### src/hw/rtl/psu_pkg.sv
// ----------------------------------------------------------------------------
// psu_pkg
// Shared types, codes and the predictor function of the scanline unfilter.
// ----------------------------------------------------------------------------
`default_nettype none

package psu_pkg;

    // Filter type codes as carried by the first byte of every row.
    typedef enum logic [2:0] {
        FLT_NONE  = 3'd0,
        FLT_SUB   = 3'd1,
        FLT_UP    = 3'd2,
        FLT_AVG   = 3'd3,
        FLT_PAETH = 3'd4
    } t_filter;

    localparam logic [7:0] FLT_LAST_CODE = 8'd4;

    // Configuration register indexes.
    localparam logic REG_ROW_BYTES   = 1'b0;
    localparam logic REG_PIXEL_BYTES = 1'b1;

    localparam int ROW_CFG_W  = 14;
    localparam int PIX_CFG_W  = 4;
    localparam int PIX_IDX_W  = 3;

    // One beat held between the control stage and the reconstruction stage.
    typedef struct packed {
        logic                 bad;
        logic [7:0]           data;
        t_filter              filter;
        logic                 first_row;
        logic                 left_ok;
        logic                 row_end;
        logic [PIX_IDX_W-1:0] pix_m1;
    } t_item;

    function automatic logic [7:0] paeth(input logic [7:0] a, input logic [7:0] b,
                                         input logic [7:0] c);
        logic signed [9:0] sa;
        logic signed [9:0] sb;
        logic signed [9:0] sc;
        logic signed [9:0] pa;
        logic signed [9:0] pb;
        logic signed [9:0] pc;
        sa = $signed({2'b00, a});
        sb = $signed({2'b00, b});
        sc = $signed({2'b00, c});
        pa = sb - sc;
        pb = sa - sc;
        pc = sa + sb - sc - sc;
        if (pa < 0) pa = -pa;
        if (pb < 0) pb = -pb;
        if (pc < 0) pc = -pc;
        if (pa <= pb && pa <= pc) begin
            return a;
        end else if (pb <= pc) begin
            return b;
        end
        return c;
    endfunction

    function automatic logic [7:0] predict(input t_filter f, input logic [7:0] a,
                                           input logic [7:0] b, input logic [7:0] c);
        logic [8:0] sum;
        sum = {1'b0, a} + {1'b0, b};
        case (f)
            FLT_SUB:   return a;
            FLT_UP:    return b;
            FLT_AVG:   return sum[8:1];
            FLT_PAETH: return paeth(a, b, c);
            default:   return 8'd0;
        endcase
    endfunction

endpackage

`default_nettype wire

### src/hw/rtl/psu_recon.sv
// ----------------------------------------------------------------------------
// psu_recon
// Byte reconstruction: neighbor selection, predictor, pixel history and the
// result register.
// ----------------------------------------------------------------------------
`default_nettype none

module psu_recon #(
    parameter int MAX_ROW_BYTES   = 8192,
    parameter int MAX_PIXEL_BYTES = 8
) (
    input  wire logic                             i_clk,
    input  wire logic                             i_rst_n,
    input  wire logic                             i_item_valid,
    input  wire psu_pkg::t_item                   i_item,
    input  wire logic [$clog2(MAX_ROW_BYTES)-1:0] i_item_x,
    input  wire logic [7:0]                       i_above,
    output logic                                  o_pop,
    output logic                                  o_wr_en,
    output logic [$clog2(MAX_ROW_BYTES)-1:0]      o_wr_addr,
    output logic [7:0]                            o_wr_data,
    output logic                                  o_out_valid,
    input  wire logic                             i_out_stall,
    output logic [7:0]                            o_pixel_byte,
    output logic                                  o_row_end,
    output logic                                  o_bad_filter
);

    logic [7:0] r_left  [MAX_PIXEL_BYTES];
    logic [7:0] r_upper [MAX_PIXEL_BYTES];
    logic       r_out_valid;
    logic [7:0] r_pixel_byte;
    logic       r_row_end;
    logic       r_bad_filter;

    logic [7:0] a;
    logic [7:0] b;
    logic [7:0] c;
    logic [7:0] recon;

    assign o_pop = i_item_valid && (!r_out_valid || !i_out_stall);

    // The history is a shift line, newest byte first; one pixel back is
    // entry pixel_bytes - 1.
    always_comb begin
        a = 8'd0;
        c = 8'd0;
        for (int i = 0; i < MAX_PIXEL_BYTES; i++) begin
            if (i_item.left_ok && i_item.pix_m1 == psu_pkg::PIX_IDX_W'(i)) begin
                a = r_left[i];
                c = r_upper[i];
            end
        end
        b     = i_item.first_row ? 8'd0 : i_above;
        recon = i_item.data + psu_pkg::predict(i_item.filter, a, b, c);
    end

    always_ff @(posedge i_clk) begin
        if (o_pop && !i_item.bad) begin
            r_left[0]  <= recon;
            r_upper[0] <= b;
            for (int i = 1; i < MAX_PIXEL_BYTES; i++) begin
                r_left[i]  <= r_left[i-1];
                r_upper[i] <= r_upper[i-1];
            end
        end
    end

    always_ff @(posedge i_clk) begin
        if (!i_rst_n) begin
            r_out_valid <= 1'b0;
        end else if (o_pop) begin
            r_out_valid <= 1'b1;
        end else if (!i_out_stall) begin
            r_out_valid <= 1'b0;
        end
    end

    always_ff @(posedge i_clk) begin
        if (o_pop) begin
            r_pixel_byte <= i_item.bad ? 8'd0 : recon;
            r_row_end    <= !i_item.bad && i_item.row_end;
            r_bad_filter <= i_item.bad;
        end
    end

    assign o_wr_en      = o_pop && !i_item.bad;
    assign o_wr_addr    = i_item_x;
    assign o_wr_data    = recon;
    assign o_out_valid  = r_out_valid;
    assign o_pixel_byte = r_pixel_byte;
    assign o_row_end    = r_row_end;
    assign o_bad_filter = r_bad_filter;

endmodule

`default_nettype wire

### config.mk
export PLATFORM = sky130hd
export DESIGN_NAME = psu_recon
export DESIGN_NICKNAME = d
export VERILOG_FILES = /design/src/hw/rtl/psu_pkg.sv /design/src/hw/rtl/psu_recon.sv
export SDC_FILE = /design/constraint.sdc
export NUM_CORES = 1
export LEC_CHECK = 0
export ABC_AREA = 1
export BUFFER_PORTS_ARGS = -buffer_cell sky130_fd_sc_hd__buf_2
export CAP_MARGIN = 0
export CORE_UTILIZATION = 49
export CTS_BUF_LIST = sky130_fd_sc_hd__clkbuf_16
export CTS_CLUSTER_SIZE = 24
export DETAILED_ROUTE_END_ITERATION = 12
export GPL_TIMING_DRIVEN = 0
export PLACE_DENSITY_LB_ADDON = 0.15
export SLEW_MARGIN = 10
export SYNTH_ARGS = -nofsm -noshare
export SYNTH_HDL_FRONTEND = slang
export SYNTH_SLANG_ARGS = --single-unit
### constraint.sdc
create_clock -name i_clk -period 21.4 [get_ports i_clk]
set_clock_uncertainty 0.15 [all_clocks]
set_input_delay 6.42 -clock i_clk [delete_from_list [all_inputs] [get_ports i_clk]]
set_output_delay 6.42 -clock i_clk [all_outputs]
set_load 0.01 [all_outputs]
==> results of run 1 <==
cell type report:
cell class	instances	area, um2	area share [%]
Sequential cell	139	4160	41.4
Multi-Input combinational cell	594	3920	38.9
Inverter	127	479	4.76
Timing Repair Buffer	69	445	4.43
Clock buffer	17	425	4.23
Tap cell	225	282	2.80
Clock inverter	15	175	1.74
Buffer	26	170	1.69
sequential cells by signal, summed over array words and instances, names as in the netlist:
name          flops
o_out_valid       1
r_upper          64
r_left           64
o_pixel_byte      8
o_bad_filter      1
o_row_end         1
metrics by stage:
stage / total power (uW) / setup slack (ns) / cells / util, % / hold slack [ns]
final: 1060 / 0.726 / 1212 / 58.3 / 0.296
after global routing: 1130 / 0.0425 / 1212 / 58.3 / 0.294
after CTS: 1050 / 0.0417 / 1212 / 57.9 / 0.287
after detailed placement: 758 / -0.115 / 1180 / 54.4 / 0.281
after global placement: 749 / -0.537 / 1175 / 53.7 / 0.274
after floorplan: 654 / 1.86 / 887 / - / 0.269
cell usage in the layout, fill, tap and decap left out, types with 19 or more instances in the layout:
cell type  instances
a21oi_1           44
buf_2             64
edfxtp_1         138
ha_1              68
inv_1            124
nand2_1          159
nand3_1           74
nand4_1           20
nor2_1            49
o21ai_0           19
xor2_1            34
final timing paths:
check / from / to / slack, ns / cells after the start
max: i_item[4] / o_wr_data[7] / 0.73 / 50
min: r_left[1][0]$_DFFE_PP_ / r_left[1][8]$_DFFE_PP_ / 0.30 / 0
max reg2reg: r_upper[0][1]$_DFFE_PP_ / r_left[0][7]$_DFFE_PP_ / 13.71 / 43
min reg2reg: r_left[1][0]$_DFFE_PP_ / r_left[1][8]$_DFFE_PP_ / 0.30 / 0
metal layers:
| layer | GRT usage (%) | wire length, um | up-vias |
|---|---|---|---|
| li1 | - | - | 3249 |
| met1 | 34.2 | 9460 | 3075 |
| met2 | 35.6 | 9140 | 195 |
| met3 | 5.11 | 1330 | 12 |
| met4 | 5.24 | 133 | 0 |
| met5 | 0 | 0 | - |
Yosys cell counts (10+ instances only):
cell type / instances / area [um2]
nand2_1: 159 / 597
edfxtp_1: 138 / 4140
inv_1: 122 / 458
nand3_1: 74 / 370
ha_1: 68 / 851
nor2_1: 52 / 195
a21oi_1: 46 / 230
xor2_1: 34 / 298
o21ai_0: 22 / 110
a221oi_1: 20 / 175
nand4_1: 20 / 125
buf_4: 13 / 97.6
o21bai_1: 13 / 97.6
fa_1: 12 / 240
nand2_2: 11 / 68.8
clkbuf_1: 10 / 37.5
worst reg2reg max path, delay by kind of cell, from the launching register on:
kind	cells	cell delay, ns
and+or+nand+nor	17	1.60
adders and majority gates	4	1.58
DFF	1	0.43
buffers and inverters	7	0.72
AOI/OAI and AO/OA	13	2.32
xor gates and xnor gates	2	0.65
power by group through the flow:
stage / clock [uW] / sequential (uW) / combinational (uW)
global placement: 0 / 331 / 418
floorplan: 0 / 330 / 323
global route: 311 / 325 / 492
detailed placement: 0 / 329 / 429
finish: 296 / 324 / 436
CTS: 300 / 323 / 431
logic make-up after synthesis:
group,share of synthesized area [%]
compound gates,9.69
xor+xnor,3.85
fa+ha+maj,12.6
buf+inv,7.36
flops,48.1
other cells,0.0868
simple gates,18.2
repair_timing:
item	in CTS	in global routing
hold buffers	0	0
buffers inserted	0	1
pin swaps	0	0
setup endpoints to repair	1	4
gates resized for setup	1	33
==> impl_metrics.env, run 1 <==
export IMPL_outcome="finished, final reports clean"
export IMPL_route_detailed_drc=0
export IMPL_combPwrFrac_pct=41.3
export IMPL_dr_pass1_iters=7
export IMPL_p_int_uw=664
export IMPL_fmax_mhz=48.4
export IMPL_synth_flop_cell="edfxtp_1"
export IMPL_synthCells=885
export IMPL_viasPerCell=5.39
export IMPL_critPathKind="in -> out"
export IMPL_fin_crit_ns=20.67
export IMPL_cap_violations=0
export IMPL_avgSynthCellArea_um2=9.77
export IMPL_leakagePower_uw=0.00450
export IMPL_grt_pass1_wl_mm=31.6
export IMPL_antenna_found_initial=0
export IMPL_path_buf_inv=13
export IMPL_critPathCaptureType="primary output"
export IMPL_startpoint_type="input pin"
export IMPL_clock_latency_ns=0.42
export IMPL_cts_num_sinks=139
export IMPL_finalInstanceArea_um2=10100
export IMPL_numCtsBuffers=17
export IMPL_cts_root_buffer="clkbuf_16"
export IMPL_layout_drive_gt1_share_pct=16.6
export IMPL_ant_nets=0
export IMPL_p_per_area_nw_per_um2=105
export IMPL_place_area_um2=9380
export IMPL_switching_power_uw=392
export IMPL_cp_top_family="compound AO/OA/AOI/OAI gates"
export IMPL_critPathRequiredTime_ns=14.83
export IMPL_totalWireLength_mm=20.1
export IMPL_clkTransAtPathRegs_ns=0.06
export IMPL_setup_viol=0
export IMPL_clockBufferDepth=2
export IMPL_chipHeight_um=135
export IMPL_timing_final_crit_share_pct=96.6
export IMPL_gr_usage_all_layers_pct=23.4
export IMPL_grt_ovfl_total=0
export IMPL_die_area_um2=18200
export IMPL_rows=48
export IMPL_grt_pass1_vias=5978
export IMPL_fin_nets=1097
export IMPL_wl_per_cell_um=16.6
export IMPL_cts_tree="yes"
export IMPL_h_tree_depth=4
export IMPL_crit_arrival_ns=14.10
export IMPL_clkPwrFrac_pct=28.1
export IMPL_fill_cells=1482
export IMPL_first_iter_violations=520
export IMPL_swShare_pct=37.1
export IMPL_async_reset_ff_share_pct=0
export IMPL_critPathMaxFanout=10
export IMPL_grt_max_degree=31
export IMPL_ys_seq_elements=139
export IMPL_initial_utilization_pct=50.2
export IMPL_max_slew_margin_pct=37.8
export IMPL_gp_congestion=0.878
export IMPL_yosys_cell_types_count=49
export IMPL_core_um2=17200
export IMPL_synth_edff_count=138
export IMPL_pwr_share_seq_pct=30.6
export IMPL_yosysSeqAreaShare_pct=48.1
export IMPL_ios=77
export IMPL_tightestPinTransition_ns=0.926
export IMPL_die_w_um=135
export IMPL_synthToLayoutAreaGrowth_pct=16.3
export IMPL_ys_warn_count=0
export IMPL_portBuffers=63
export IMPL_antenna_cells_inserted=0
export IMPL_hold_viol_final=0
export IMPL_fin_tns_setup_ns=0
export IMPL_hold_path_class="reg -> reg"
export IMPL_grt_setup_unrepaired="false"
export IMPL_max_stage_delay_ns=0.41
export IMPL_drv_slew=0
export IMPL_cpMostUsedCell="inv_1"
export IMPL_vias=6531
export IMPL_crit_slowest_cell="fa_1"
export IMPL_netlist_area_um2=8650
export IMPL_ir_drop_mv=0.0748
export IMPL_dp_hpwl_mm=15.3
Note: power is estimated with default switching activity, not from simulation.
==> run 2: changes to the inputs <==
--- a/config.mk
+++ b/config.mk
@@ -8,7 +8,9 @@
 export ABC_AREA = 1
 export BUFFER_PORTS_ARGS = -buffer_cell sky130_fd_sc_hd__buf_2
 export CAP_MARGIN = 0
-export CORE_UTILIZATION = 49
+export CELL_PAD_IN_SITES_DETAIL_PLACEMENT = 2
+export CELL_PAD_IN_SITES_GLOBAL_PLACEMENT = 2
+export CORE_UTILIZATION = 39
 export CTS_BUF_LIST = sky130_fd_sc_hd__clkbuf_16
 export CTS_CLUSTER_SIZE = 24
 export DETAILED_ROUTE_END_ITERATION = 12
==> impl_metrics.env, run 2 (synthesized netlist as in run 1, its figures left out) <==
export IMPL_dp_hpwl_mm=21.7
export IMPL_outcome="finished, final reports clean"
export IMPL_fin_nets=1109
export IMPL_p_per_area_nw_per_um2=107
export IMPL_regToRegSetupSlack_ns=13.30
export IMPL_fin_tns_setup_ns=0
export IMPL_fmax_mhz=47.9
export IMPL_clkPwrFrac_pct=27.2
export IMPL_cts_num_sinks=139
export IMPL_numCtsBuffers=17
export IMPL_timing_final_crit_share_pct=97.6
export IMPL_pre_cts_ws_ns=-0.825
export IMPL_startpoint_type="input pin"
export IMPL_ant_nets=0
export IMPL_critPathMaxFanout=10
export IMPL_viasPerCell=5.52
export IMPL_cpMostUsedCell="inv_1"
export IMPL_leakagePower_uw=0.00458
export IMPL_multiInputGateArea_um2=4030
export IMPL_die_w_um=151
export IMPL_swShare_pct=40.6
export IMPL_first_iter_violations=387
export IMPL_reg2regPathDepth=45
export IMPL_setup_slack_ns=0.512
export IMPL_holdPathEnd="r_left[1][5]$_DFFE_PP_"
export IMPL_critPathRequiredTime_ns=14.83
export IMPL_antenna_cells_inserted=0
export IMPL_switching_power_uw=448
export IMPL_critPathCaptureType="primary output"
export IMPL_wl_per_cell_um=23.4
export IMPL_stdcell_count=1279
export IMPL_max_stage_delay_ns=0.41
export IMPL_combPwrFrac_pct=43.3
export IMPL_pwr_share_seq_pct=29.5
export IMPL_gp_congestion=0.808
export IMPL_ir_drop_mv=0.0486
export IMPL_grt_max_degree=33
export IMPL_grt_ovfl_total=0
export IMPL_synthToLayoutAreaGrowth_pct=19.9
export IMPL_totalWireLength_mm=29.9
export IMPL_critPathKind="in -> out"
export IMPL_initial_utilization_pct=39.8
export IMPL_fill_cells=2327
export IMPL_final_common_cell="nand2_1"
export IMPL_h_tree_depth=4
export IMPL_crit_arrival_ns=14.32
export IMPL_finalInstanceArea_um2=10400
export IMPL_dr_pass1_iters=4
export IMPL_layout_drive_gt1_share_pct=20.0
export IMPL_tightestPinTransition_ns=0.929
export IMPL_hold_path_class="reg -> reg"
export IMPL_vias=7062
export IMPL_fin_crit_ns=20.89
export IMPL_setup_viol=0
export IMPL_route_detailed_drc=0
export IMPL_place_area_um2=9460
export IMPL_reg2reg_from="r_left[0][0]$_DFFE_PP_"
export IMPL_die_area_um2=22800
export IMPL_gr_usage_all_layers_pct=27.0
export IMPL_drv_slew=0
export IMPL_grt_pass1_vias=7560
export IMPL_rows=54
export IMPL_final_cell_mix="158 x nand2_1, 138 x edfxtp_1, 118 x inv_1, 74 x nand3_1, 67 x ha_1"
export IMPL_chipHeight_um=151
export IMPL_hold_depth=0
export IMPL_hold_viol_final=0
export IMPL_cap_violations=0
export IMPL_cts_tree="yes"
export IMPL_max_slew_margin_pct=37.6
export IMPL_cts_root_buffer="clkbuf_16"
export IMPL_antenna_found_initial=0
export IMPL_clockBufferDepth=2
export IMPL_p_int_uw=657
export IMPL_fin_util_pct=47.7
export IMPL_rr_endpoint="r_left[0][7]$_DFFE_PP_"
export IMPL_grt_pass1_wl_mm=44.4
export IMPL_min_from="r_left[0][29]$_DFFE_PP_"
export IMPL_clkTransAtPathRegs_ns=0.06
export IMPL_area_sequential_um2=4160
export IMPL_portBuffers=63
export IMPL_ios=77
export IMPL_crit_slowest_cell="fa_1"
export IMPL_clock_latency_ns=0.43
export IMPL_core_um2=21800
export IMPL_dp_cells=1235
run 2: cell count changes in the layout (fill, tap and decap cells not counted), moves of 4 or more:
cell,previous run,this run
inv_1,124,118
inv_6,2,8
buf_4,14,26
o21ai_0,19,15
buf_6,1,6
clkbuf_2,6,2
o21ai_1,3,7
run 2: stage by stage:
step                      total power, uW  hold WS [ns]
after detailed placement              790         0.287
after global placement                765         0.277
after CTS                            1100         0.304
after floorplan                       654         0.269
final                                1100         0.307
after global routing                 1180         0.310
run 2: area by class of cell:
| class | instances | area share [%] |
|---|---|---|
| multi-input cells | 594 | 38.9 |
| well taps | 280 | 3.38 |
| clock inverters | 15 | 1.47 |
| flip-flops and latches | 139 | 40.2 |
| inverters | 127 | 4.68 |
| repair buffers | 81 | 5.24 |
| plain buffers | 26 | 2.08 |
| clock buffers | 17 | 4.10 |
run 2: worst max path at each step:
stage,cells after the start,startpoint,to
detailed placement,51,i_item[4],o_wr_data[7]
finish,48,i_item[1],o_wr_data[7]
CTS,46,i_item[1],o_wr_data[7]
global placement,4,i_item[17],o_wr_en
floorplan,49,i_item[4],o_wr_data[7]
global route,48,i_item[4],o_wr_data[7]
run 2: critical path: cells and delay by family:
kind                       cells  cell delay (ns)
AOI/OAI and AO/OA             17             2.95
xor gates and xnor gates       2             0.39
adders and majority gates      4             1.22
buffers and inverters         12             1.51
and+or+nand+nor               13             1.76
run 2: timing repair:
action | 4_1_cts | 5_1_grt
endpoints found under the hold margin | 0 | 0
gates resized for setup | 40 | 36
endpoints found under the setup margin | 7 | 3
buffers inserted | 2 | 11
pin swaps | 1 | 6
hold buffers | 0 | 0
run 2: power by group through the flow:
stage                     Sequential [uW]  Combinational (uW)  Clock [uW]
final                                 326                 478         301
after global routing                  327                 541         313
after CTS                             326                 471         303
after detailed placement              331                 460           0
after global placement                332                 433           0
after floorplan                       330                 323           0
run 2: routing by layer:
metal / wire [um] / GRT usage [%]
met5: 0 / 0
met4: 705 / 8.15
met3: 1240 / 4.64
met2: 15500 / 47.4
met1: 12500 / 33.7
