## config.mk

```make
export PLATFORM = sky130hd
export DESIGN_NAME = psu_ctrl
export DESIGN_NICKNAME = d
export VERILOG_FILES = /design/src/hw/rtl/psu_pkg.sv /design/src/hw/rtl/psu_ctrl.sv
export SDC_FILE = /design/constraint.sdc
export NUM_CORES = 1
export LEC_CHECK = 0
export ABC_AREA = 0
export BUFFER_PORTS_ARGS = -buffer_cell sky130_fd_sc_hd__buf_2
export CAP_MARGIN = 30
export CORE_MARGIN = 10
export CORE_UTILIZATION = 35
export CTS_CLUSTER_SIZE = 14
export DETAILED_ROUTE_END_ITERATION = 8
export PLACE_DENSITY_LB_ADDON = 0.12
export SLEW_MARGIN = 25
export SYNTH_ARGS = -nofsm -noshare
export SYNTH_HDL_FRONTEND = slang
export SYNTH_SLANG_ARGS = --single-unit
```

## constraint.sdc

```tcl
create_clock -name i_clk -period 14.05 [get_ports i_clk]
set_input_delay 0.7025 -clock i_clk [delete_from_list [all_inputs] [get_ports i_clk]]
set_output_delay 0.7025 -clock i_clk [all_outputs]
set_load 0.05 [all_outputs]
```

## src/hw/rtl/psu_pkg.sv

```systemverilog
// ----------------------------------------------------------------------------
// psu_pkg
// Shared types, codes and the predictor function of the scanline unfilter.
// ----------------------------------------------------------------------------
`default_nettype none

package psu_pkg;

    // Filter type codes as carried by the first byte of every row.
    typedef enum logic [2:0] {
        FLT_NONE  = 3'd0,
        FLT_SUB   = 3'd1,
        FLT_UP    = 3'd2,
        FLT_AVG   = 3'd3,
        FLT_PAETH = 3'd4
    } t_filter;

    localparam logic [7:0] FLT_LAST_CODE = 8'd4;

    // Configuration register indexes.
    localparam logic REG_ROW_BYTES   = 1'b0;
    localparam logic REG_PIXEL_BYTES = 1'b1;

    localparam int ROW_CFG_W  = 14;
    localparam int PIX_CFG_W  = 4;
    localparam int PIX_IDX_W  = 3;

    // One beat held between the control stage and the reconstruction stage.
    typedef struct packed {
        logic                 bad;
        logic [7:0]           data;
        t_filter              filter;
        logic                 first_row;
        logic                 left_ok;
        logic                 row_end;
        logic [PIX_IDX_W-1:0] pix_m1;
    } t_item;

    function automatic logic [7:0] paeth(input logic [7:0] a, input logic [7:0] b,
                                         input logic [7:0] c);
        logic signed [9:0] sa;
        logic signed [9:0] sb;
        logic signed [9:0] sc;
        logic signed [9:0] pa;
        logic signed [9:0] pb;
        logic signed [9:0] pc;
        sa = $signed({2'b00, a});
        sb = $signed({2'b00, b});
        sc = $signed({2'b00, c});
        pa = sb - sc;
        pb = sa - sc;
        pc = sa + sb - sc - sc;
        if (pa < 0) pa = -pa;
        if (pb < 0) pb = -pb;
        if (pc < 0) pc = -pc;
        if (pa <= pb && pa <= pc) begin
            return a;
        end else if (pb <= pc) begin
            return b;
        end
        return c;
    endfunction

    function automatic logic [7:0] predict(input t_filter f, input logic [7:0] a,
                                           input logic [7:0] b, input logic [7:0] c);
        logic [8:0] sum;
        sum = {1'b0, a} + {1'b0, b};
        case (f)
            FLT_SUB:   return a;
            FLT_UP:    return b;
            FLT_AVG:   return sum[8:1];
            FLT_PAETH: return paeth(a, b, c);
            default:   return 8'd0;
        endcase
    endfunction

endpackage

`default_nettype wire

```

## src/hw/rtl/psu_ctrl.sv

```systemverilog
// ----------------------------------------------------------------------------
// psu_ctrl
// Row sequencing: configuration registers, byte position, filter type and
// error hold. Decodes each input beat and issues the line store read.
// ----------------------------------------------------------------------------
`default_nettype none

module psu_ctrl #(
    parameter int MAX_ROW_BYTES   = 8192,
    parameter int MAX_PIXEL_BYTES = 8
) (
    input  wire logic                             i_clk,
    input  wire logic                             i_rst_n,
    input  wire logic                             i_cfg_we,
    input  wire logic                             i_cfg_index,
    input  wire logic [psu_pkg::ROW_CFG_W-1:0]    i_cfg_data,
    input  wire logic                             i_in_valid,
    output logic                                  o_in_stall,
    input  wire logic [7:0]                       i_data_byte,
    input  wire logic                             i_image_start,
    input  wire logic                             i_pop,
    output logic                                  o_item_valid,
    output psu_pkg::t_item                        o_item,
    output logic [$clog2(MAX_ROW_BYTES)-1:0]      o_item_x,
    output logic                                  o_rd_en,
    output logic [$clog2(MAX_ROW_BYTES)-1:0]      o_rd_addr
);

    localparam int ADDR_W = $clog2(MAX_ROW_BYTES);
    localparam int POS_W  = $clog2(MAX_ROW_BYTES + 1);
    localparam int CW     = (POS_W > psu_pkg::ROW_CFG_W) ? POS_W : psu_pkg::ROW_CFG_W;

    logic [psu_pkg::ROW_CFG_W-1:0] r_row_bytes;
    logic [psu_pkg::PIX_CFG_W-1:0] r_pixel_bytes;
    logic [POS_W-1:0]              r_pos;
    psu_pkg::t_filter              r_filter;
    logic                          r_first;
    logic                          r_err;
    logic                          r_s1_valid;
    psu_pkg::t_item                r_item;
    logic [ADDR_W-1:0]             r_x;

    logic [POS_W-1:0]              n_pos;
    psu_pkg::t_filter              n_filter;
    logic                          n_first;
    logic                          n_err;
    psu_pkg::t_item                n_item;
    logic [ADDR_W-1:0]             n_x;

    logic                          accept;
    logic                          load;
    logic [POS_W-1:0]              pos_e;
    logic [CW-1:0]                 rb_eff;
    logic [psu_pkg::PIX_CFG_W-1:0] pb_eff;

    assign o_in_stall = r_s1_valid && !i_pop;
    assign accept     = i_in_valid && !o_in_stall;

    always_comb begin
        if (r_row_bytes == '0) begin
            rb_eff = CW'(1);
        end else if (CW'(r_row_bytes) > CW'(MAX_ROW_BYTES)) begin
            rb_eff = CW'(MAX_ROW_BYTES);
        end else begin
            rb_eff = CW'(r_row_bytes);
        end
        if (r_pixel_bytes == '0) begin
            pb_eff = psu_pkg::PIX_CFG_W'(1);
        end else if (r_pixel_bytes > psu_pkg::PIX_CFG_W'(MAX_PIXEL_BYTES)) begin
            pb_eff = psu_pkg::PIX_CFG_W'(MAX_PIXEL_BYTES);
        end else begin
            pb_eff = r_pixel_bytes;
        end
    end

    // An image start resets the row state before the beat is decoded.
    always_comb begin
        pos_e    = i_image_start ? '0 : r_pos;
        n_pos    = pos_e;
        n_filter = r_filter;
        n_first  = i_image_start ? 1'b1 : r_first;
        n_err    = i_image_start ? 1'b0 : r_err;
        load     = 1'b0;
        n_x      = ADDR_W'(pos_e - POS_W'(1));
        n_item.bad       = 1'b0;
        n_item.data      = i_data_byte;
        n_item.filter    = r_filter;
        n_item.first_row = n_first;
        n_item.left_ok   = CW'(n_x) >= CW'(pb_eff);
        n_item.row_end   = (CW'(n_x) + CW'(1)) >= rb_eff;
        n_item.pix_m1    = psu_pkg::PIX_IDX_W'(pb_eff - psu_pkg::PIX_CFG_W'(1));
        if (n_err) begin
            // Bytes are dropped until the next image start.
        end else if (pos_e == '0) begin
            if (i_data_byte > psu_pkg::FLT_LAST_CODE) begin
                n_err      = 1'b1;
                load       = 1'b1;
                n_item.bad = 1'b1;
            end else begin
                n_filter = psu_pkg::t_filter'(i_data_byte[2:0]);
                n_pos    = POS_W'(1);
            end
        end else begin
            load = 1'b1;
            if (n_item.row_end) begin
                n_pos   = '0;
                n_first = 1'b0;
            end else begin
                n_pos = POS_W'(n_x) + POS_W'(2);
            end
        end
    end

    always_ff @(posedge i_clk) begin
        if (!i_rst_n) begin
            r_row_bytes   <= psu_pkg::ROW_CFG_W'(1);
            r_pixel_bytes <= psu_pkg::PIX_CFG_W'(1);
        end else if (i_cfg_we) begin
            unique case (i_cfg_index)
                psu_pkg::REG_ROW_BYTES:   r_row_bytes   <= i_cfg_data;
                psu_pkg::REG_PIXEL_BYTES: r_pixel_bytes <= i_cfg_data[psu_pkg::PIX_CFG_W-1:0];
                default:                  r_row_bytes   <= r_row_bytes;
            endcase
        end
    end

    always_ff @(posedge i_clk) begin
        if (!i_rst_n) begin
            r_pos      <= '0;
            r_filter   <= psu_pkg::FLT_NONE;
            r_first    <= 1'b1;
            r_err      <= 1'b0;
            r_s1_valid <= 1'b0;
        end else begin
            if (accept) begin
                r_pos    <= n_pos;
                r_filter <= n_filter;
                r_first  <= n_first;
                r_err    <= n_err;
            end
            if (accept && load) begin
                r_s1_valid <= 1'b1;
            end else if (i_pop) begin
                r_s1_valid <= 1'b0;
            end
        end
    end

    always_ff @(posedge i_clk) begin
        if (accept && load) begin
            r_item <= n_item;
            r_x    <= n_x;
        end
    end

    assign o_item_valid = r_s1_valid;
    assign o_item       = r_item;
    assign o_item_x     = r_x;
    assign o_rd_en      = accept && load && !n_item.bad;
    assign o_rd_addr    = n_x;

endmodule

`default_nettype wire

```

==> results of run 1 <==
-- layout make-up --
| cell class | count | area [um^2] | share of cell area (%) |
|---|---|---|---|
| multi-input combinational | 307 | 2020 | 44.6 |
| clock buffer | 12 | 145 | 3.20 |
| tap | 140 | 175 | 3.87 |
| clock inverter | 4 | 23.8 | 0.525 |
| sequential | 69 | 1690 | 37.3 |
| timing repair buffer | 76 | 403 | 8.90 |
| inverter | 19 | 71.3 | 1.57 |
-- through the flow --
stage	std cells	setup WS (ns)	cell area [um^2]	hold slack, ns	utilization (%)
after floorplan	414	7.96	3860	0.408	-
after global placement	610	8.61	4330	0.411	40.1
after detailed placement	611	8.42	4360	0.417	40.4
after CTS	627	8.78	4530	0.434	42.0
after global routing	627	8.32	4530	0.447	42.0
final	627	8.71	4530	0.433	42.0
-- flip-flops by register name (all words and copies together) (netlist names) --
name	flops
r_pos	14
r_filter	3
o_item_x	13
r_row_bytes	14
r_pixel_bytes	4
o_item	18
r_err	1
r_first	1
o_item_valid	1
-- layout by cell type, fill, tap and decap left out, types with 7 or more instances in the layout --
| cell | netlist | routed |
|---|---|---|
| buf_2 | 5 | 75 |
| dfxtp_1 | 38 | 38 |
| nand3_1 | 10 | 10 |
| xnor2_1 | 14 | 14 |
| xor2_1 | 8 | 8 |
| a21boi_0 | 16 | 16 |
| nand2_1 | 62 | 62 |
| ha_1 | 22 | 22 |
| a22o_1 | 9 | 9 |
| inv_1 | 19 | 19 |
| o21ai_0 | 16 | 16 |
| edfxtp_1 | 31 | 31 |
| clkbuf_8 | 0 | 10 |
| nor4_1 | 7 | 7 |
| nor3_1 | 10 | 10 |
| nor2_1 | 31 | 31 |
| a21oi_1 | 11 | 10 |
| nor2b_1 | 11 | 11 |
| nand4_1 | 8 | 8 |
-- metal layers --
metal  global-route usage, %  vias up  share of wire (%)
met1                    16.6     1453                 48
met2                    20.1       68                 47
met3                    3.51        9                4.3
met5                       0        -                  0
met4                    4.13        0                1.3
li1                        -     1624                  -
-- logic make-up after synthesis --
logic type      Yosys count
compound gates           90
fa+ha+maj                22
mux                       7
flops                    69
buf+inv                  38
xor+xnor                 22
simple gates            166
-- worst max-delay path, delay by kind of cell --
family | cells | cell delay (ns)
simple gates | 5 | 1.46
xor+xnor | 2 | 0.44
fa+ha+maj | 3 | 1.23
buf+inv | 2 | 0.51
compound gates | 6 | 1.26
-- how the worst max path moves through the flow --
stage                    end  cells past startpoint  slack, ns
floorplan           r_pos[0]                     20       7.96
global placement    r_pos[7]                     18       8.61
detailed placement  r_pos[4]                     18       8.42
CTS                 r_pos[2]                     18       8.78
global route        r_pos[2]                     18       8.32
finish              r_pos[2]                     18       8.71
==> flow_summary.toml, run 1 <==
[yosys]
yosysUniqueCellTypes = 57
synth_area_leaders = "edfxtp_1, dfxtp_1, ha_1"
syn-num-nets = 465
synth_edf_count = 31
synth_top_family_by_area = "simple AND/OR/NAND/NOR gates"
synth-seq-cells = 69
syn-cell-area_um2 = 3860
syn_inst = 414
synth-async-reset-ratio_pct = 0
synth_most_common_cell = "nand2_1"
synth_fa_ha_area_share_pct = 7.14
synth_xor_area_share_pct = 5.00
synth_commonest_cells = "nand2_1, dfxtp_1, edfxtp_1, nor2_1, ha_1"
synth_compound_gate_area_share_pct = 16.9
synth_mux_area_share_pct = 1.88
yosys_warnings = 0
synth_flop_cell = "dfxtp_1"
synth_top_area_share_pct = 24.1
synth.largest_area_cell = "edfxtp_1"
syn_area_per_cell_um2 = 9.31
synth-simple-area-share_pct = 21.2
ys_seq_area_share_pct = 43.9

[sta]
rsz0062_at_grt = "false"
slew_viol_final = 0
worst_pin_slew_ns = 0.877
tns_ns = 0
fmax_mhz = 187
finalCritPeriodShare_pct = 38.0
setup-violations-final = 0
slew_headroom_pct = 41.4
clock-skew-final_ns = 0.0121
timing_hold_violations_final = 0
period_needed_ns = 5.34

[detailed_routing]
drt-total-wl_um = 9980
drt_iter0_markers = 216
via_per_inst = 5.03
firstDrtPassIters = 4
ant_nets = 0
wire_per_inst_um = 15.9
num_vias = 3154
drc = 0

[cells_and_area]
fillers = 1081
area_growth_syn_to_layout_pct = 17.5
drive_gt1_share_pct = 21.6
n_antenna_cell = 0
nNetsFinal = 533

[floorplanning]
die_y_um = 125
start_util_pct = 35.7
die-area_um2 = 15600
core-area_um2 = 10800
die_x_um = 125
io_pins = 76
rows = 38

[placed_design]
io_buffers = 75
hpwl_um = 7750
gp_congestion = 0.836

[clock_tree]
htreeDepth = 3
insertion_delay_ns = 0.35
clk_pin_slew_ns = 0.07
post_cts_resize_count = 0
cts_setup_buffers = 0
cts_tree = "done"
clock-sinks = 69
root_buffer = "clkbuf_8"
cts_buffers = 9
cts_buffer_depth = 2
hold_buffers = 0

[setup_path]
crit_path_end_kind = "register"
cp_cell_sequence = "buf_2 > nand2b_1 > ha_1 > xor2_1 > ha_1 > inv_1 > a211oi_4 > o211ai_2 > nor3_1 > xnor2_1 > ha_1 > a211oi_1 > o22ai_1 > nor4_1 > a22oi_1 > nor2_1 > and3_1 > a22o_1"
reg2reg_from = "r_pos[0]"
cpMostUsedCell = "ha_1"
start_kind = "input pin"
slowest_delay_ns = 0.66
worstRegToRegCells = 17
cpMaxStageDelayCell = "ha_1"
path_class = "input pin to register"
rrSetupSlack_ns = 9.21
crit_required_ns = 14.34
crit_arrival_ns = 5.63
reg2reg_to = "r_pos[2]"
worstSetupStartpoint = "i_image_start"
worst-path-max-fanout = 33

[grt]
grt_max_degree = 34
antenna_found_initial = 0
grt_pass1_vias = 3132
gr-total-overflow = 0
grt_pass1_wl_um = 16600
track_usage_pct = 12.8

[worst_hold_path]
holdPathEnd = "o_item[6]"
hp-start = "r_filter[0]"
whs_path_depth = 0
hp-class = "register to register"

[status]
status = "finished, final reports clean"

[job]
maxCapViolCount = 0
Power of run 1 is left out: the tool's default activity adds up to more than one toggle a clock period on the data nets, which glitch-free logic cannot reach.
==> run 2, diff against run 1 <==
- clock period: 14.05 -> 5 ns (I/O delays scaled with it)
==> flow_summary.toml, run 2 (synthesis gave the netlist of run 1 again) <==
[status]
status = "finished, final reports clean"

[detailed_routing]
wl_met2_um = 4840
drt_iter0_markers = 120
drt-total-wl_um = 10200
wl_met3_um = 478
topRoutingLayerUsed = "met4"
route.layer.met1.wl_um = 4790
firstDrtPassIters = 4
ant_nets = 0
wire_per_inst_um = 16.0
via_per_inst = 5.04
num_vias = 3212
drc = 0

[clock_tree]
root_buffer = "clkbuf_8"
cts_buffers = 9
insertion_delay_ns = 0.35
hold_buffers = 0
cts_buffer_depth = 2
post_cts_resize_count = 0
htreeDepth = 3
cts_tree = "done"
clk_pin_slew_ns = 0.07
cts_setup_buffers = 0
clock-sinks = 69

[sta]
finalCritPeriodShare_pct = 90.6
worst_pin_slew_ns = 0.676
timing_hold_violations_final = 0
fmax_mhz = 221
setup-violations-final = 0
clock-skew-final_ns = 0.00933
period_needed_ns = 4.53
holdWs_ns = 0.0877
rsz0062_at_grt = "false"
slew_headroom_pct = 54.6
slew_viol_final = 0
tns_ns = 0

[job]
maxCapViolCount = 0

[setup_path]
worstSetupStartpoint = "r_pos[1]"
crit_path_end_kind = "register"
slowest_delay_ns = 0.48
crit_required_ns = 5.29
path_class = "register to register"
crit_arrival_ns = 4.83
cpMaxStageDelayCell = "and3_1"
worst-path-max-fanout = 11
cp_cell_sequence = "nand2b_1 > ha_1 > buf_4 > a211o_1 > a211oi_4 > o211ai_2 > nor3_1 > xnor2_1 > ha_1 > a211oi_1 > o22ai_1 > nor4_1 > a22oi_1 > nor2_1 > and3_1 > a22o_1"
start_kind = "register"
reg2reg_from = "r_pos[1]"
cpMostUsedCell = "ha_1"

[grt]
track_usage_pct = 13.0
gr-total-overflow = 0
antenna_found_initial = 0
grt_pass1_wl_um = 16800
grt_max_degree = 32
grt_pass1_vias = 3194

[cells_and_area]
largest_register_ffs = 18
fin_util_pct = 43.3
final_cells = 637
final_common_cell = "buf_2"
nNetsFinal = 543
drive_gt1_share_pct = 23.7
n_antenna_cell = 0
mostFrequentLayoutCells = "buf_2, nand2_1, dfxtp_1"
area_growth_syn_to_layout_pct = 21.2

[worst_hold_path]
hp-class = "input pin to register"
hp-start = "i_data_byte[4]"

[placed_design]
hpwl_um = 7880
placed_cells = 620
io_buffers = 75
gp_congestion = 0.876

[floorplanning]
core-area_um2 = 10800
die_y_um = 125
die-area_um2 = 15600
start_util_pct = 35.7
rows = 38
die_x_um = 125
io_pins = 76
[run 2: cell types whose count changed in the layout (fill, tap and decap cells not counted), sizes merged]
cell	previous run	this run
bufinv	0	2
clkbuf	12	11
clkinvlp	1	0
buf	76	85
inv	20	19
clkinv	2	4
[run 2: cell type report]
class / instances / area, um^2
fillers: 1096 / 6120
multi-input cells: 307 / 2040
flip-flops and latches: 69 / 1690
repair buffers: 86 / 478
well taps: 140 / 175
clock buffers: 10 / 128
clock inverters: 6 / 87.6
inverters: 19 / 71.3
[run 2: metal layers]
| layer | up-vias | track usage [%] |
|---|---|---|
| li1 | 1645 | - |
| met1 | 1480 | 16.4 |
| met2 | 76 | 20.7 |
| met3 | 11 | 4.44 |
| met4 | 0 | 3.73 |
| met5 | - | 0 |
[run 2: worst paths after layout]
kind / to / slack (ns) / depth (start not counted)
min: o_item[13] / 0.09 / 1
max: r_pos[1] / 0.47 / 16
max reg2reg: r_pos[1] / 0.47 / 16
min reg2reg: o_item[6] / 0.44 / 0
[run 2: per-stage QoR]
step	cell area [um^2]	setup WS, ns
3_3_place_gp	4420	0.633
2_1_floorplan	3880	0.116
5_1_grt	4670	0.124
3_5_place_dp	4450	0.445
4_1_cts	4660	0.505
6_report	4670	0.469
[run 2: worst max-delay path, delay by kind of cell (launching register included)]
kind	cells	cell delay [ns]
AOI/OAI and AO/OA	7	1.69
xor gates and xnor gates	1	0.16
adders and majority gates	2	0.68
buffers and inverters	1	0.25
DFF	1	0.41
and+or+nand+nor	5	1.29
Power of run 2 is left out for the same reason.
==> run 3, diff against run 2 <==
- CORE_UTILIZATION: 35 -> 55
- CTS_CLUSTER_DIAMETER: default -> 30
==> flow_summary.toml, run 3 (synthesis gave the netlist of run 1 again) <==
[status]
status = "finished, final reports clean"

[grt]
gr-total-overflow = 0
grt_max_degree = 32
track_usage_pct = 17.7
antenna_found_initial = 0
grt_pass1_wl_um = 16100
grt_pass1_vias = 3250

[detailed_routing]
num_vias = 3285
firstDrtPassIters = 5
drt-total-wl_um = 9600
drc = 0
ant_nets = 0
via_per_inst = 5.58
drt_iter0_markers = 190
wire_per_inst_um = 16.3

[setup_path]
path_class = "register to register"
worst-path-max-fanout = 11
crit_arrival_ns = 4.80
crit_path_end_kind = "register"
slowest_delay_ns = 0.46
start_kind = "register"
critPathBufInv = 1
rrSetupSlack_ns = 0.49
crit_required_ns = 5.29
path_delay_family = "simple AND/OR/NAND/NOR gates"
cpMaxStageDelayCell = "mux2_2"
cp_cell_sequence = "or3_4 > nor4_1 > mux2_2 > inv_1 > nand2_1 > nor2_1 > nand3_1 > xnor2_1 > ha_1 > o21ai_0 > o22ai_1 > nor4_1 > a22oi_1 > nor2_1 > and3_1 > a22o_1"

[sta]
clock-skew-final_ns = 0.0118
fmax_mhz = 222
timing_hold_violations_final = 0
setup-violations-final = 0
slew_viol_final = 0
finalCritPeriodShare_pct = 90.1
rsz0062_at_grt = "false"
slew_headroom_pct = 57.5
worst_pin_slew_ns = 0.633
period_needed_ns = 4.51
tns_ns = 0
holdWs_ns = 0.0816

[cells_and_area]
largest_register_ffs = 18
finalInstanceArea_um2 = 4580
mostFrequentLayoutCells = "buf_2, nand2_1, dfxtp_1"
final_cells = 589
final_common_cell = "buf_2"
n_antenna_cell = 0
nNetsFinal = 539
area_growth_syn_to_layout_pct = 18.8
drive_gt1_share_pct = 23.5

[floorplanning]
rows = 30
die-area_um2 = 10800
die_x_um = 104
io_pins = 76
die_y_um = 104
start_util_pct = 56.8
core-area_um2 = 6790

[clock_tree]
cts_setup_buffers = 0
cts_buffer_depth = 2
insertion_delay_ns = 0.35
root_buffer = "clkbuf_8"
cts_tree = "done"
cts_buffers = 9
clock-sinks = 69
clk_pin_slew_ns = 0.08
hold_buffers = 0
post_cts_resize_count = 0
htreeDepth = 3

[job]
maxCapViolCount = 0

[placed_design]
hpwl_um = 7150
placed_cells = 572
gp_congestion = 0.920
io_buffers = 75
placed_cell_area_um2 = 4360

[worst_hold_path]
hp-class = "input pin to register"
-- run 3: layer usage --
metal / share of wire (%) / GRT usage, %
met4: 1.2 / 5.37
met1: 46 / 21.8
met5: 0 / 0
met2: 47 / 29.2
met3: 5.8 / 5.02
-- run 3: stage by stage --
stage	utilization (%)	setup WS [ns]
after floorplan	-	0.116
after global placement	63.8	0.626
after detailed placement	64.2	0.432
after CTS	67.3	0.434
after global routing	67.4	0.152
final	67.4	0.494
-- run 3: layout make-up --
| class | instances | area [um^2] |
|---|---|---|
| Multi-Input combinational cell | 307 | 2040 |
| Inverter | 19 | 71.3 |
| Clock buffer | 10 | 138 |
| Tap cell | 96 | 120 |
| Timing Repair Buffer | 82 | 448 |
| Clock inverter | 6 | 70.1 |
| Sequential cell | 69 | 1690 |
| Fill cell | 569 | 2210 |
-- run 3: final timing paths --
path	depth (start not counted)	end	from
min reg2reg	0	o_item[7]	r_filter[1]
max	16	r_pos[5]	r_pos[3]
min	1	o_item[15]	i_data_byte[6]
max reg2reg	16	r_pos[5]	r_pos[3]
Power of run 3 is left out for the same reason.
